### src/ftps_pkg.sv
// Shared types, constants and helpers of the force-target position servo.
package ftps_pkg;

   localparam int FRAC_BITS_DEF = 16;
   localparam int DATA_W = 32;
   localparam int ERR_W = 33;
   localparam int MCAND_W = 32;
   localparam int MPLR_W = 17;
   localparam int PROD_W = MCAND_W + MPLR_W;
   localparam int Q16_SHIFT = 16;

   localparam logic [16:0] ONE_Q16 = 17'd65536;
   localparam logic [16:0] NINE_TENTHS_Q16 = 17'd58982;

   localparam logic [16:0] DAMP_RESET = 17'd6554;
   localparam logic [30:0] MAX_STEP_RESET = 31'd66;
   localparam logic [15:0] INTERVAL_RESET = 16'd1;

   localparam int CSR_IDX_W = 3;
   typedef enum logic [CSR_IDX_W-1:0] {
      REG_TARGET_X = 3'd0,
      REG_TARGET_Y = 3'd1,
      REG_TARGET_Z = 3'd2,
      REG_DAMPING = 3'd3,
      REG_MAX_STEP = 3'd4,
      REG_INTERVAL = 3'd5
   } csr_reg_type;

   typedef enum logic [3:0] {
      ST_IDLE,
      ST_MOD,
      ST_AXIS,
      ST_DIV,
      ST_MUL_GO,
      ST_MUL,
      ST_SUM,
      ST_POS,
      ST_OUT
   } state_type;

   // Start strobe of a serial arithmetic unit.
   typedef struct packed {
      logic start;
   } unit_ctl_type;

   function automatic logic signed [DATA_W-1:0] sat32(input logic signed [ERR_W-1:0] v);
      logic signed [DATA_W-1:0] r;
      if (v[ERR_W-1] != v[ERR_W-2]) begin
         r = v[ERR_W-1] ? {1'b1, {(DATA_W-1){1'b0}}} : {1'b0, {(DATA_W-1){1'b1}}};
      end else begin
         r = v[DATA_W-1:0];
      end
      return r;
   endfunction

endpackage

### src/force_target_position_servo_top.sv
// Top level of the force-target position servo: sequencer, state and registers.
//
//   channel  direction  handshake             payload
//   req      in         req_valid/req_ready   step number, force, stiffness, position
//   rsp      out        rsp_valid/rsp_ready   new position and smoothed move per axis
//   csr      in         csr_write_enable      csr_index, csr_data
//
// For each item the serial divider (one bit per cycle) runs once for the refresh
// modulo and once per axis, and two serial multipliers run together once per
// axis. An axis with zero error or zero stiffness skips its division. Reset is
// synchronous and clears control and held state. A new item is accepted while
// the previous result waits in the output register; the sequencer stalls only
// at its final write if that result is still unread.
module force_target_position_servo_top #(
   parameter int FRAC_BITS = ftps_pkg::FRAC_BITS_DEF
) (
   input  logic                                   clock,
   input  logic                                   reset,
   input  logic                                   req_valid,
   output logic                                   req_ready,
   input  logic [31:0]                            req_step_number,
   input  logic signed [31:0]                     req_force_x,
   input  logic signed [31:0]                     req_force_y,
   input  logic signed [31:0]                     req_force_z,
   input  logic signed [31:0]                     req_stiff_x,
   input  logic signed [31:0]                     req_stiff_y,
   input  logic signed [31:0]                     req_stiff_z,
   input  logic signed [31:0]                     req_pos_x,
   input  logic signed [31:0]                     req_pos_y,
   input  logic signed [31:0]                     req_pos_z,
   output logic                                   rsp_valid,
   input  logic                                   rsp_ready,
   output logic signed [31:0]                     rsp_new_pos_x,
   output logic signed [31:0]                     rsp_new_pos_y,
   output logic signed [31:0]                     rsp_new_pos_z,
   output logic signed [31:0]                     rsp_move_x,
   output logic signed [31:0]                     rsp_move_y,
   output logic signed [31:0]                     rsp_move_z,
   input  logic                                   csr_write_enable,
   input  logic [ftps_pkg::CSR_IDX_W-1:0]         csr_index,
   input  logic [31:0]                            csr_data
);
   import ftps_pkg::*;

   localparam int NUM_W = ERR_W + FRAC_BITS;

   // Configuration.
   logic signed [DATA_W-1:0] tgt_ff [3];
   logic [16:0]              damp_ff;
   logic [30:0]              maxs_ff;
   logic [15:0]              intv_ff;

   // Item being worked on.
   logic signed [DATA_W-1:0] force_ff [3];
   logic signed [DATA_W-1:0] stiff_ff [3];
   logic signed [DATA_W-1:0] pos_ff [3];

   // Held state.
   logic signed [DATA_W-1:0] held_ff [3];
   logic signed [DATA_W-1:0] smooth_ff [3];

   // Per-axis working registers.
   state_type                state_ff, state_in;
   logic [1:0]               axis_ff;
   logic                     neg_ff;
   logic [30:0]              raw_mag_ff;
   logic signed [DATA_W-1:0] a_ff;
   logic signed [DATA_W-1:0] b_ff;
   logic signed [DATA_W-1:0] res_pos_ff [3];
   logic signed [DATA_W-1:0] res_move_ff [3];

   // Output register.
   logic                     rsp_valid_ff;
   logic signed [DATA_W-1:0] rsp_pos_ff [3];
   logic signed [DATA_W-1:0] rsp_move_ff [3];

   unit_ctl_type             div_ctl, mul_ctl;
   logic [NUM_W-1:0]         div_num;
   logic [DATA_W-1:0]        div_den;
   logic                     div_done;
   logic [NUM_W-1:0]         div_quot;
   logic [DATA_W-1:0]        div_rem;
   logic                     mula_done, mulb_done;
   logic [PROD_W-1:0]        prod_a, prod_b;

   logic                     req_fire;
   logic                     out_free;
   logic [15:0]              period;
   logic signed [ERR_W-1:0]  err;
   logic                     err_neg;
   logic [ERR_W-1:0]         err_mag;
   logic [DATA_W-1:0]        held_mag;
   logic [DATA_W-1:0]        smooth_mag;
   logic [16:0]              keep;
   logic [NUM_W-1:0]         q_clip;
   logic signed [ERR_W-1:0]  sum_ab;
   logic signed [DATA_W-1:0] mv;
   logic signed [ERR_W-1:0]  sum_pos;

   assign req_fire = req_valid && req_ready;
   assign out_free = !rsp_valid_ff || rsp_ready;
   assign period = (intv_ff == 16'd0) ? 16'd1 : intv_ff;

   always_comb begin
      err = {force_ff[axis_ff][DATA_W-1], force_ff[axis_ff]}
            - {tgt_ff[axis_ff][DATA_W-1], tgt_ff[axis_ff]};
      err_neg = err[ERR_W-1];
      err_mag = err_neg ? ERR_W'(-err) : ERR_W'(err);
      held_mag = held_ff[axis_ff][DATA_W-1] ? DATA_W'(-held_ff[axis_ff])
                                            : DATA_W'(held_ff[axis_ff]);
      smooth_mag = smooth_ff[axis_ff][DATA_W-1] ? DATA_W'(-smooth_ff[axis_ff])
                                                : DATA_W'(smooth_ff[axis_ff]);
      keep = ONE_Q16 - ((damp_ff > ONE_Q16) ? ONE_Q16 : damp_ff);
      q_clip = (div_quot > NUM_W'(maxs_ff)) ? NUM_W'(maxs_ff) : div_quot;
      sum_ab = {a_ff[DATA_W-1], a_ff} + {b_ff[DATA_W-1], b_ff};
      mv = sat32(sum_ab);
      sum_pos = {pos_ff[axis_ff][DATA_W-1], pos_ff[axis_ff]}
                + {res_move_ff[axis_ff][DATA_W-1], res_move_ff[axis_ff]};
   end

   // The divider serves the refresh modulo first and then the per-axis quotients.
   always_comb begin
      if (state_ff == ST_IDLE) begin
         div_num = NUM_W'(req_step_number);
         div_den = DATA_W'(period);
      end else begin
         div_num = {err_mag, {FRAC_BITS{1'b0}}};
         div_den = held_mag;
      end
   end

   always_comb begin
      state_in = state_ff;
      div_ctl.start = 1'b0;
      mul_ctl.start = 1'b0;
      req_ready = 1'b0;
      case (state_ff)
         ST_IDLE: begin
            req_ready = 1'b1;
            if (req_valid) begin
               div_ctl.start = 1'b1;
               state_in = ST_MOD;
            end
         end
         ST_MOD: begin
            if (div_done) begin
               state_in = ST_AXIS;
            end
         end
         ST_AXIS: begin
            if (err != '0 && held_ff[axis_ff] != '0) begin
               div_ctl.start = 1'b1;
               state_in = ST_DIV;
            end else begin
               state_in = ST_MUL_GO;
            end
         end
         ST_DIV: begin
            if (div_done) begin
               state_in = ST_MUL_GO;
            end
         end
         ST_MUL_GO: begin
            mul_ctl.start = 1'b1;
            state_in = ST_MUL;
         end
         ST_MUL: begin
            if (mula_done) begin
               state_in = ST_SUM;
            end
         end
         ST_SUM: begin
            state_in = ST_POS;
         end
         ST_POS: begin
            state_in = (axis_ff == 2'd2) ? ST_OUT : ST_AXIS;
         end
         ST_OUT: begin
            if (out_free) begin
               state_in = ST_IDLE;
            end
         end
         default: begin
            state_in = ST_IDLE;
         end
      endcase
   end

   always_ff @(posedge clock) begin
      if (reset) begin
         state_ff <= ST_IDLE;
      end else begin
         state_ff <= state_in;
      end
   end

   // Configuration writes.
   always_ff @(posedge clock) begin
      if (reset) begin
         for (int i = 0; i < 3; i++) begin
            tgt_ff[i] <= '0;
         end
         damp_ff <= DAMP_RESET;
         maxs_ff <= MAX_STEP_RESET;
         intv_ff <= INTERVAL_RESET;
      end else if (csr_write_enable) begin
         case (csr_index)
            REG_TARGET_X: tgt_ff[0] <= csr_data;
            REG_TARGET_Y: tgt_ff[1] <= csr_data;
            REG_TARGET_Z: tgt_ff[2] <= csr_data;
            REG_DAMPING:  damp_ff <= csr_data[16:0];
            REG_MAX_STEP: maxs_ff <= csr_data[30:0];
            REG_INTERVAL: intv_ff <= csr_data[15:0];
            default: begin
            end
         endcase
      end
   end

   // Held stiffness and smoothed step.
   always_ff @(posedge clock) begin
      if (reset) begin
         for (int i = 0; i < 3; i++) begin
            held_ff[i] <= '0;
            smooth_ff[i] <= '0;
         end
      end else begin
         if (state_ff == ST_MOD && div_done && div_rem == '0) begin
            for (int i = 0; i < 3; i++) begin
               held_ff[i] <= stiff_ff[i];
            end
         end
         if (state_ff == ST_SUM) begin
            smooth_ff[axis_ff] <= mv;
         end
      end
   end

   always_ff @(posedge clock) begin
      if (reset) begin
         axis_ff <= '0;
      end else if (state_ff == ST_MOD) begin
         axis_ff <= '0;
      end else if (state_ff == ST_POS && axis_ff != 2'd2) begin
         axis_ff <= axis_ff + 1'b1;
      end
   end

   // Datapath registers.
   always_ff @(posedge clock) begin
      if (req_fire) begin
         force_ff[0] <= req_force_x;
         force_ff[1] <= req_force_y;
         force_ff[2] <= req_force_z;
         stiff_ff[0] <= req_stiff_x;
         stiff_ff[1] <= req_stiff_y;
         stiff_ff[2] <= req_stiff_z;
         pos_ff[0] <= req_pos_x;
         pos_ff[1] <= req_pos_y;
         pos_ff[2] <= req_pos_z;
      end
      if (state_ff == ST_AXIS) begin
         neg_ff <= err_neg;
         // Zero error gives no step; zero stiffness gives the full limit.
         raw_mag_ff <= (err == '0) ? '0 : maxs_ff;
      end
      if (state_ff == ST_DIV && div_done) begin
         raw_mag_ff <= q_clip[30:0];
      end
      if (state_ff == ST_MUL && mula_done) begin
         a_ff <= neg_ff ? -$signed(prod_a[47:16]) : $signed(prod_a[47:16]);
         b_ff <= smooth_ff[axis_ff][DATA_W-1] ? -$signed(prod_b[47:16])
                                              : $signed(prod_b[47:16]);
      end
      if (state_ff == ST_SUM) begin
         res_move_ff[axis_ff] <= mv;
      end
      if (state_ff == ST_POS) begin
         res_pos_ff[axis_ff] <= sat32(sum_pos);
      end
   end

   // Output register.
   always_ff @(posedge clock) begin
      if (reset) begin
         rsp_valid_ff <= 1'b0;
      end else if (state_ff == ST_OUT && out_free) begin
         rsp_valid_ff <= 1'b1;
      end else if (rsp_ready) begin
         rsp_valid_ff <= 1'b0;
      end
   end

   always_ff @(posedge clock) begin
      if (state_ff == ST_OUT && out_free) begin
         for (int i = 0; i < 3; i++) begin
            rsp_pos_ff[i] <= res_pos_ff[i];
            rsp_move_ff[i] <= res_move_ff[i];
         end
      end
   end

   ftps_div #(
      .NUM_W(NUM_W)
   ) u_div (
      .clock(clock),
      .reset(reset),
      .ctl(div_ctl),
      .num(div_num),
      .den(div_den),
      .done(div_done),
      .quot(div_quot),
      .rem(div_rem)
   );

   ftps_mul u_mul_a (
      .clock(clock),
      .reset(reset),
      .ctl(mul_ctl),
      .mcand(MCAND_W'(raw_mag_ff)),
      .mplier(keep),
      .done(mula_done),
      .prod(prod_a)
   );

   ftps_mul u_mul_b (
      .clock(clock),
      .reset(reset),
      .ctl(mul_ctl),
      .mcand(smooth_mag),
      .mplier(NINE_TENTHS_Q16),
      .done(mulb_done),
      .prod(prod_b)
   );

   assign rsp_valid = rsp_valid_ff;
   assign rsp_new_pos_x = rsp_pos_ff[0];
   assign rsp_new_pos_y = rsp_pos_ff[1];
   assign rsp_new_pos_z = rsp_pos_ff[2];
   assign rsp_move_x = rsp_move_ff[0];
   assign rsp_move_y = rsp_move_ff[1];
   assign rsp_move_z = rsp_move_ff[2];

   a_mul_lockstep: assert property (@(posedge clock) disable iff (reset)
      mula_done == mulb_done)
      else $error("multipliers out of step");

   a_div_done_state: assert property (@(posedge clock) disable iff (reset)
      div_done |-> (state_ff == ST_MOD || state_ff == ST_DIV))
      else $error("divider finished outside a waiting state");

   a_accept_starts_mod: assert property (@(posedge clock) disable iff (reset)
      req_fire |=> state_ff == ST_MOD)
      else $error("accepted item did not start the modulo");

   a_axis_range: assert property (@(posedge clock) disable iff (reset)
      axis_ff != 2'd3)
      else $error("axis index out of range");

endmodule

### src/ftps_div.sv
// Bit-serial restoring divider: one quotient bit per cycle.
module ftps_div #(
   parameter int NUM_W = 49
) (
   input  logic                          clock,
   input  logic                          reset,
   input  ftps_pkg::unit_ctl_type        ctl,
   input  logic [NUM_W-1:0]              num,
   input  logic [ftps_pkg::DATA_W-1:0]   den,
   output logic                          done,
   output logic [NUM_W-1:0]              quot,
   output logic [ftps_pkg::DATA_W-1:0]   rem
);
   import ftps_pkg::*;

   localparam int CNT_W = $clog2(NUM_W + 1);

   logic               busy_ff;
   logic               done_ff;
   logic [CNT_W-1:0]   cnt_ff;
   logic [NUM_W-1:0]   num_ff;
   logic [DATA_W-1:0]  rem_ff;
   logic [DATA_W-1:0]  den_ff;

   logic [DATA_W:0]    trial;
   logic [DATA_W:0]    diff;
   logic               qbit;
   logic [DATA_W-1:0]  rem_in;
   logic [NUM_W-1:0]   num_in;

   always_comb begin
      trial = {rem_ff, num_ff[NUM_W-1]};
      diff = trial - {1'b0, den_ff};
      qbit = (trial >= {1'b0, den_ff});
      rem_in = qbit ? diff[DATA_W-1:0] : trial[DATA_W-1:0];
      num_in = {num_ff[NUM_W-2:0], qbit};
   end

   always_ff @(posedge clock) begin
      if (reset) begin
         busy_ff <= 1'b0;
         done_ff <= 1'b0;
         cnt_ff <= '0;
      end else begin
         done_ff <= 1'b0;
         if (ctl.start) begin
            busy_ff <= 1'b1;
            cnt_ff <= '0;
         end else if (busy_ff) begin
            cnt_ff <= cnt_ff + 1'b1;
            if (cnt_ff == CNT_W'(NUM_W - 1)) begin
               busy_ff <= 1'b0;
               done_ff <= 1'b1;
            end
         end
      end
   end

   always_ff @(posedge clock) begin
      if (ctl.start) begin
         num_ff <= num;
         rem_ff <= '0;
         den_ff <= den;
      end else if (busy_ff) begin
         num_ff <= num_in;
         rem_ff <= rem_in;
      end
   end

   assign done = done_ff;
   assign quot = num_ff;
   assign rem = rem_ff;

endmodule

### src/ftps_mul.sv
// Bit-serial shift-add multiplier: one multiplier bit per cycle.
module ftps_mul (
   input  logic                          clock,
   input  logic                          reset,
   input  ftps_pkg::unit_ctl_type        ctl,
   input  logic [ftps_pkg::MCAND_W-1:0]  mcand,
   input  logic [ftps_pkg::MPLR_W-1:0]   mplier,
   output logic                          done,
   output logic [ftps_pkg::PROD_W-1:0]   prod
);
   import ftps_pkg::*;

   localparam int CNT_W = $clog2(MPLR_W + 1);

   logic               busy_ff;
   logic               done_ff;
   logic [CNT_W-1:0]   cnt_ff;
   logic [PROD_W-1:0]  mcand_ff;
   logic [PROD_W-1:0]  acc_ff;
   logic [MPLR_W-1:0]  mplier_ff;
   logic [PROD_W-1:0]  acc_in;

   assign acc_in = mplier_ff[0] ? acc_ff + mcand_ff : acc_ff;

   always_ff @(posedge clock) begin
      if (reset) begin
         busy_ff <= 1'b0;
         done_ff <= 1'b0;
         cnt_ff <= '0;
      end else begin
         done_ff <= 1'b0;
         if (ctl.start) begin
            busy_ff <= 1'b1;
            cnt_ff <= '0;
         end else if (busy_ff) begin
            cnt_ff <= cnt_ff + 1'b1;
            if (cnt_ff == CNT_W'(MPLR_W - 1)) begin
               busy_ff <= 1'b0;
               done_ff <= 1'b1;
            end
         end
      end
   end

   always_ff @(posedge clock) begin
      if (ctl.start) begin
         mcand_ff <= PROD_W'(mcand);
         mplier_ff <= mplier;
         acc_ff <= '0;
      end else if (busy_ff) begin
         acc_ff <= acc_in;
         mcand_ff <= {mcand_ff[PROD_W-2:0], 1'b0};
         mplier_ff <= {1'b0, mplier_ff[MPLR_W-1:1]};
      end
   end

   assign done = done_ff;
   assign prod = acc_ff;

endmodule

### config.mk
export PLATFORM = sky130hd
export DESIGN_NAME = force_target_position_servo_top
export DESIGN_NICKNAME = d
export VERILOG_FILES = /design/src/ftps_pkg.sv /design/src/force_target_position_servo_top.sv /design/src/ftps_div.sv /design/src/ftps_mul.sv
export SDC_FILE = /design/constraint.sdc
export NUM_CORES = 2
export LEC_CHECK = 0
export BUFFER_PORTS_ARGS = -buffer_cell sky130_fd_sc_hd__buf_2
export CAP_MARGIN = 10
export CORE_AREA = 2 2 385 387
export DETAILED_ROUTE_END_ITERATION = 10
export DIE_AREA = 0 0 387 389
export PLACE_DENSITY = 0.67
export SLEW_MARGIN = 25
export SYNTH_ARGS = -nofsm -noshare
export SYNTH_HDL_FRONTEND = slang
export SYNTH_SLANG_ARGS = --single-unit
export TNS_END_PERCENT = 20
### constraint.sdc
create_clock -name clock -period 10 [get_ports clock]
set_input_delay 1 -clock clock [delete_from_list [all_inputs] [get_ports clock]]
set_output_delay 1 -clock clock [all_outputs]
set_load 0.1 [all_outputs]
## Yosys cells after proc, flatten, opt, wreduce, memory -nomap -nowiden

Memory sizes are Yosys's and may differ from the RTL's. A register that Yosys moved wholly into a read port is not among the register bits.
Index checks and enable logic that the tools add are counted.

| storage, ports and cells | value |
|---|---|
| register bits after elaboration | 530 |
| memory bits (writable) | 960 |
| output and inout bits | 194 |
| word-level logic and storage cells | 230 |
| memories | 10 |

| operators by class | value |
|---|---|
| add/sub/neg operators | 16 |
| magnitude comparators | 3 |
| equal/unequal tests | 25 |
| mux-type cells | 101 |
| bitwise logic cells | 9 |
| reduce and logical (&&, ||, !) cells | 35 |

Memories:

| name | words | width | read ports | clocked after Yosys merged registers in | wr ports | line | RTL |
|---|---|---|---|---|---|---|---|
| force_ff | 3 | 32 | 1 | 1 | 3 | force_target_position_servo_top.sv:54 | `logic signed [DATA_W-1:0] force_ff [3];` |
| held_ff | 3 | 32 | 1 | 1 | 3 | force_target_position_servo_top.sv:59 | `logic signed [DATA_W-1:0] held_ff [3];` |
| pos_ff | 3 | 32 | 1 | 1 | 3 | force_target_position_servo_top.sv:56 | `logic signed [DATA_W-1:0] pos_ff [3];` |
| res_move_ff | 3 | 32 | 4 | 1 | 1 | force_target_position_servo_top.sv:70 | `logic signed [DATA_W-1:0] res_move_ff [3];` |
| res_pos_ff | 3 | 32 | 3 | 0 | 1 | force_target_position_servo_top.sv:69 | `logic signed [DATA_W-1:0] res_pos_ff [3];` |
| rsp_move_ff | 3 | 32 | 3 | 0 | 3 | force_target_position_servo_top.sv:75 | `logic signed [DATA_W-1:0] rsp_move_ff [3];` |
| +4 memories | -- | -- | -- | -- | -- | -- |  |

Operator list:

| kind | count |
|---|---|
| two-way mux 32 bit | 18 |
| two-way mux 31 bit | 7 |
| two-way mux 49 bit | 3 |
| negation 32 bit | 4 |
| adder 49 bit | 2 |
| adder 32 x 32 -> 33 bit | 2 |
| two-way mux 17 bit | 3 |
| > comparator 49 x 31 -> 1 bit | 1 |
| two-way mux 1 bit | 45 |
| one-hot mux 4 bit (9 select lines) | 1 |
| greater-or-equal comparator 33 x 32 -> 1 bit | 1 |
| zero test 33 bit | 1 |
| two-way mux 33 bit | 1 |
| negation 33 bit | 1 |
| nonzero test 33 bit | 1 |
| subtractor 32 x 32 -> 33 bit | 1 |
| zero test 32 bit | 1 |
| two-way mux 16 bit | 2 |
| nonzero test 32 bit | 1 |
| OR reduction 32 bit | 1 |
| subtractor 32 bit | 1 |
| two-way mux 2 bit | 13 |
| two-way mux 4 bit | 6 |
| > comparator 17 bit (second input constant) | 1 |
| 32 further kinds | 71 |

## Logic depth before layout (Yosys ltp)

| logic depth | value |
|---|---|
| word-level depth | 7 |
| gate-level depth with buffers | 30 |
| gate-level depth less buffers | 19 |

## Cells and area by module

A second synthesis with hierarchy kept.

| unflattened totals | value |
|---|---|
| cell total of the unflattened synthesis | 6156 |
| area, all modules | 74931.9 µm² |

By module, submodules not included:

| module | instances | cells each | area each (µm²) |
|---|---|---|---|
| force_target_position_servo_top | 1 | 4060 | 53864.2 |
| ftps_mul at u_mul_b | 1 | 757 | 7257.0 |
| ftps_mul at u_mul_a | 1 | 751 | 7234.4 |
| ftps_div | 1 | 588 | 6576.3 |

## Least setup slack after synthesis

OpenSTA, ideal clock, no wires.

| timing | value |
|---|---|
| path type | input-to-reg |
| start point | input rsp_ready |
| end point | memory rsp_move_ff[0][0], enable pin |
| setup time | 0.766 ns |
| arrival time | 9.551 ns |
| slack | -0.318 ns |
| stages | 2 |
| cell sequence | nand2b_1 -> nor2b_1 |

RTL lines:

| what | line | RTL |
|---|---|---|
| from (decl) | force_target_position_servo_top.sv:32 | `input logic rsp_ready,` |
| to (decl) | force_target_position_servo_top.sv:75 |  |

==> metrics.txt <==
Hold Buf Count CTS=0; Pwr Density=201 nW/um^2; Overflow after GRT=0; clk_lat worst skew=840 ps; #FFs+latches synth=1552; largest area contributor in the netlist=edfxtp_1; post-synth top area share=52.9%; first-pass GRT wire length=282000 microns; share of layout cells above drive strength 1=15.0%; Tightest Pin Transition=1030 ps; # setup viols final=0; port bufs=553; vias in the first global route=47300; CTS resizes=0; setup repair bufs after CTS=0; Worst VDD drop=0.183 mV; post-synthesis cell count=6124; CP endpoint kind=flip-flop; DRT Wirelength=186000 microns; most common cell in the netlist=edfxtp_1; RSZ-0062 raised after global routing=no; Slew headroom=31.6%; Area contributors post-synth=edfxtp_1 (53%), dfxtp_1 (7.5%), ha_1 (4.6%); crit path time final=6880 ps; worst path required time=10690 ps; Core Util, Final=56.6%; Via Count=49000; Post-synth EDFFs=1281; drt initial violations=4045; Synth Flop Type=edfxtp_1; Max Cap Viol=0; FP Rows=141; Mean Syn Cell Area=11.9 sq um; crit path cell chain=buf_4 > mux2i_1 > nor2_1 > a21oi_1 > ha_1 > o21ai_0 > o21ai_1 > nand4_1 > a21o_1 > a21bo_2 > o21ai_1 > and4_1 > o31a_1 > o211ai_1 > o21bai_2 > buf_4 > and2_1 > buf_4 > inv_2 > buf_4 > buf_16 > a211oi_1; number of CTS-inserted buffers=162; routed len/inst=21.4 microns; Post-route DRC=0; Core ar.=147000 sq um; Horiz. Die Dim=387 microns; IO Pins=554; CTS sink cnt=1552; Worst Hold Class=primary input to flip-flop; Crit Path Max Fanout=63; Tot GR Track Use=24.4%; Post-synth ARST share=0%; FF/Latch Area=43900 sq um; syn_nets=6759; FILL cells=12000; maximum clock path buffer count=3; mapped cell area=72700 sq um; crit path kind=flip-flop to flip-flop; Worst-path clk slew=70 ps; Die Ht=389 microns; Slew Viols, Final=0; initial antenna violation count=23; Die ar.=151000 sq um; post-route ant nets=0; initial core utilization=49.6%; Arr. time, crit path=7570 ps; CTS tree=yes; Slowest cell on crit path=dfxtp_4; DRT Pass-1 Iters=5; Cell variety after synth=86; Critical Path Start Type=flip-flop; vias per cell=5.62; DP Wirelength=134000 microns; endpoints failing hold=0; Synth top cells by count=edfxtp_1 (1281), nand2_1 (695), a21oi_1 (477); Worst Clk Skew=81.3 ps; most used cell, CP=buf_4; maximum operating frequency=145 MHz; final period utilization=68.8%; Final WS setup=3120 ps; area of the multi-input gates=27100 sq um; delay of the slowest critical-path stage=820 ps; NumNets Final=7269; RePlAce Congestion=0.886; Synth warnings=0; largest net degree at the start of global routing=190; Fin Setup TNS=0 ps; status=finished clean; Setup WS pre-CTS=3030 ps; Root Driver=clkbuf_16; H-tree lvl count=4; Area Growth Syn to Fin=14.2%; Seq/Total Area, Yosys=60.4%; Leakage Power=31.0 nW
[cell usage in the layout, fill, tap and decap left out, types with 17 or more instances in the layout]
cell type,netlist,final
a211oi_1,58,57
a21o_1,119,119
a21oi_1,477,476
a22o_1,32,32
a31oi_1,37,37
and2_1,166,159
and3_1,31,31
buf_2,31,552
buf_4,3,54
clkbuf_1,223,31
clkbuf_16,0,163
clkinv_1,1,30
clkinv_2,0,24
dfxtp_1,271,267
edfxtp_1,1281,1281
ha_1,269,269
inv_1,217,215
maj3_1,17,17
mux2i_1,206,206
mux4_2,63,63
nand2_1,695,693
nand2b_1,52,51
nand3_1,101,101
nand4_1,53,53
nor2_1,450,447
nor2b_1,41,40
nor3_1,79,78
nor4_1,32,31
o211ai_1,22,22
o21a_1,47,47
o21ai_0,371,369
o21bai_1,34,33
o31ai_1,34,31
or2_2,26,26
or3_1,23,22
or4_1,19,19
xnor2_1,204,204
xor2_1,136,136
[state kept, by name, indices dropped and copies added (netlist names), 49 cells and up, named ones only]
register,cells
tgt_ff,96
rsp_move_ff,96
smooth_ff,128
rsp_pos_ff,96
pos_ff,96
res_move_ff,128
u_div.quot,49
stiff_ff,96
held_ff,96
res_pos_ff,96
force_ff,96
[report_power, final]
part	switching, mW	internal, mW
logic	1.69	1.06
registers	0.275	7.55
clock network	2.64	3.47
total	4.60	12.1
[layer usage]
metal	wire [microns]	up-vias	track usage [%]	part of all wire (%)
met5	144	-	0	0.077
met4	6390	22	8.75	3.4
met3	10400	311	3.90	5.6
met2	91500	1505	41.7	49
met1	77900	23700	31.5	42
li1	-	23500	-	-
[metrics by stage]
step	cells	power, mW	hold slack (ps)	cell area, sq um
after floorplan	6124	9.89	400	72700
after global placement	8396	10.6	401	77400
after detailed placement	8396	10.7	405	77400
after CTS	8699	16.8	280	82900
after global routing	8707	17.4	292	83000
final	8710	16.7	322	83000
[final cells by class]
cell class,instances,share of cell area (%)
sequential,1552,52.9
inverter,219,0.999
tap,1930,2.91
antenna,7,0.0211
clock inverter,106,1.50
multi-input combinational,4086,32.6
clock buffer,197,5.10
timing repair buffer,613,3.99
[path summary, 6_finish.rpt]
kind	from	to	slack, ps	depth (start not counted)
worst min register to register	res_pos_ff[0][16]$_DFFE_PP_	rsp_pos_ff[0][16]$_DFFE_PP_	420	0
worst max-delay path	flip-flop	u_div.rem[23]$_SDFFE_PP0P_	3120	22
worst max register to register	flip-flop	u_div.rem[23]$_SDFFE_PP0P_	3120	22
worst min-delay path	req_pos_x[24]	pos_ff[0][24]$_DFFE_PP_	320	1
[cell families (layout without fill, tap and decap cells)]
logic type | count (synthesis) | after routing | share of synthesized area, %
xor+xnor | 341 | 341 | 4.12
other cells | 0 | 7 | 0
buf+inv | 486 | 1135 | 2.59
simple gates | 1803 | 1803 | 11.4
fa+ha+maj | 292 | 292 | 5.03
flops | 1552 | 1552 | 60.4
mux | 284 | 284 | 5.05
compound gates | 1366 | 1366 | 11.4
[worst max-delay path, delay by kind of cell (launching register included)]
| kind | cells | cell delay (ps) |
|---|---|---|
| AOI/OAI and AO/OA | 10 | 2660 |
| adders and majority gates | 1 | 350 |
| and+or+nand+nor | 4 | 710 |
| DFF | 1 | 820 |
| muxes | 1 | 240 |
| buffers and inverters | 6 | 1850 |
(Power assumes the default switching activity.)
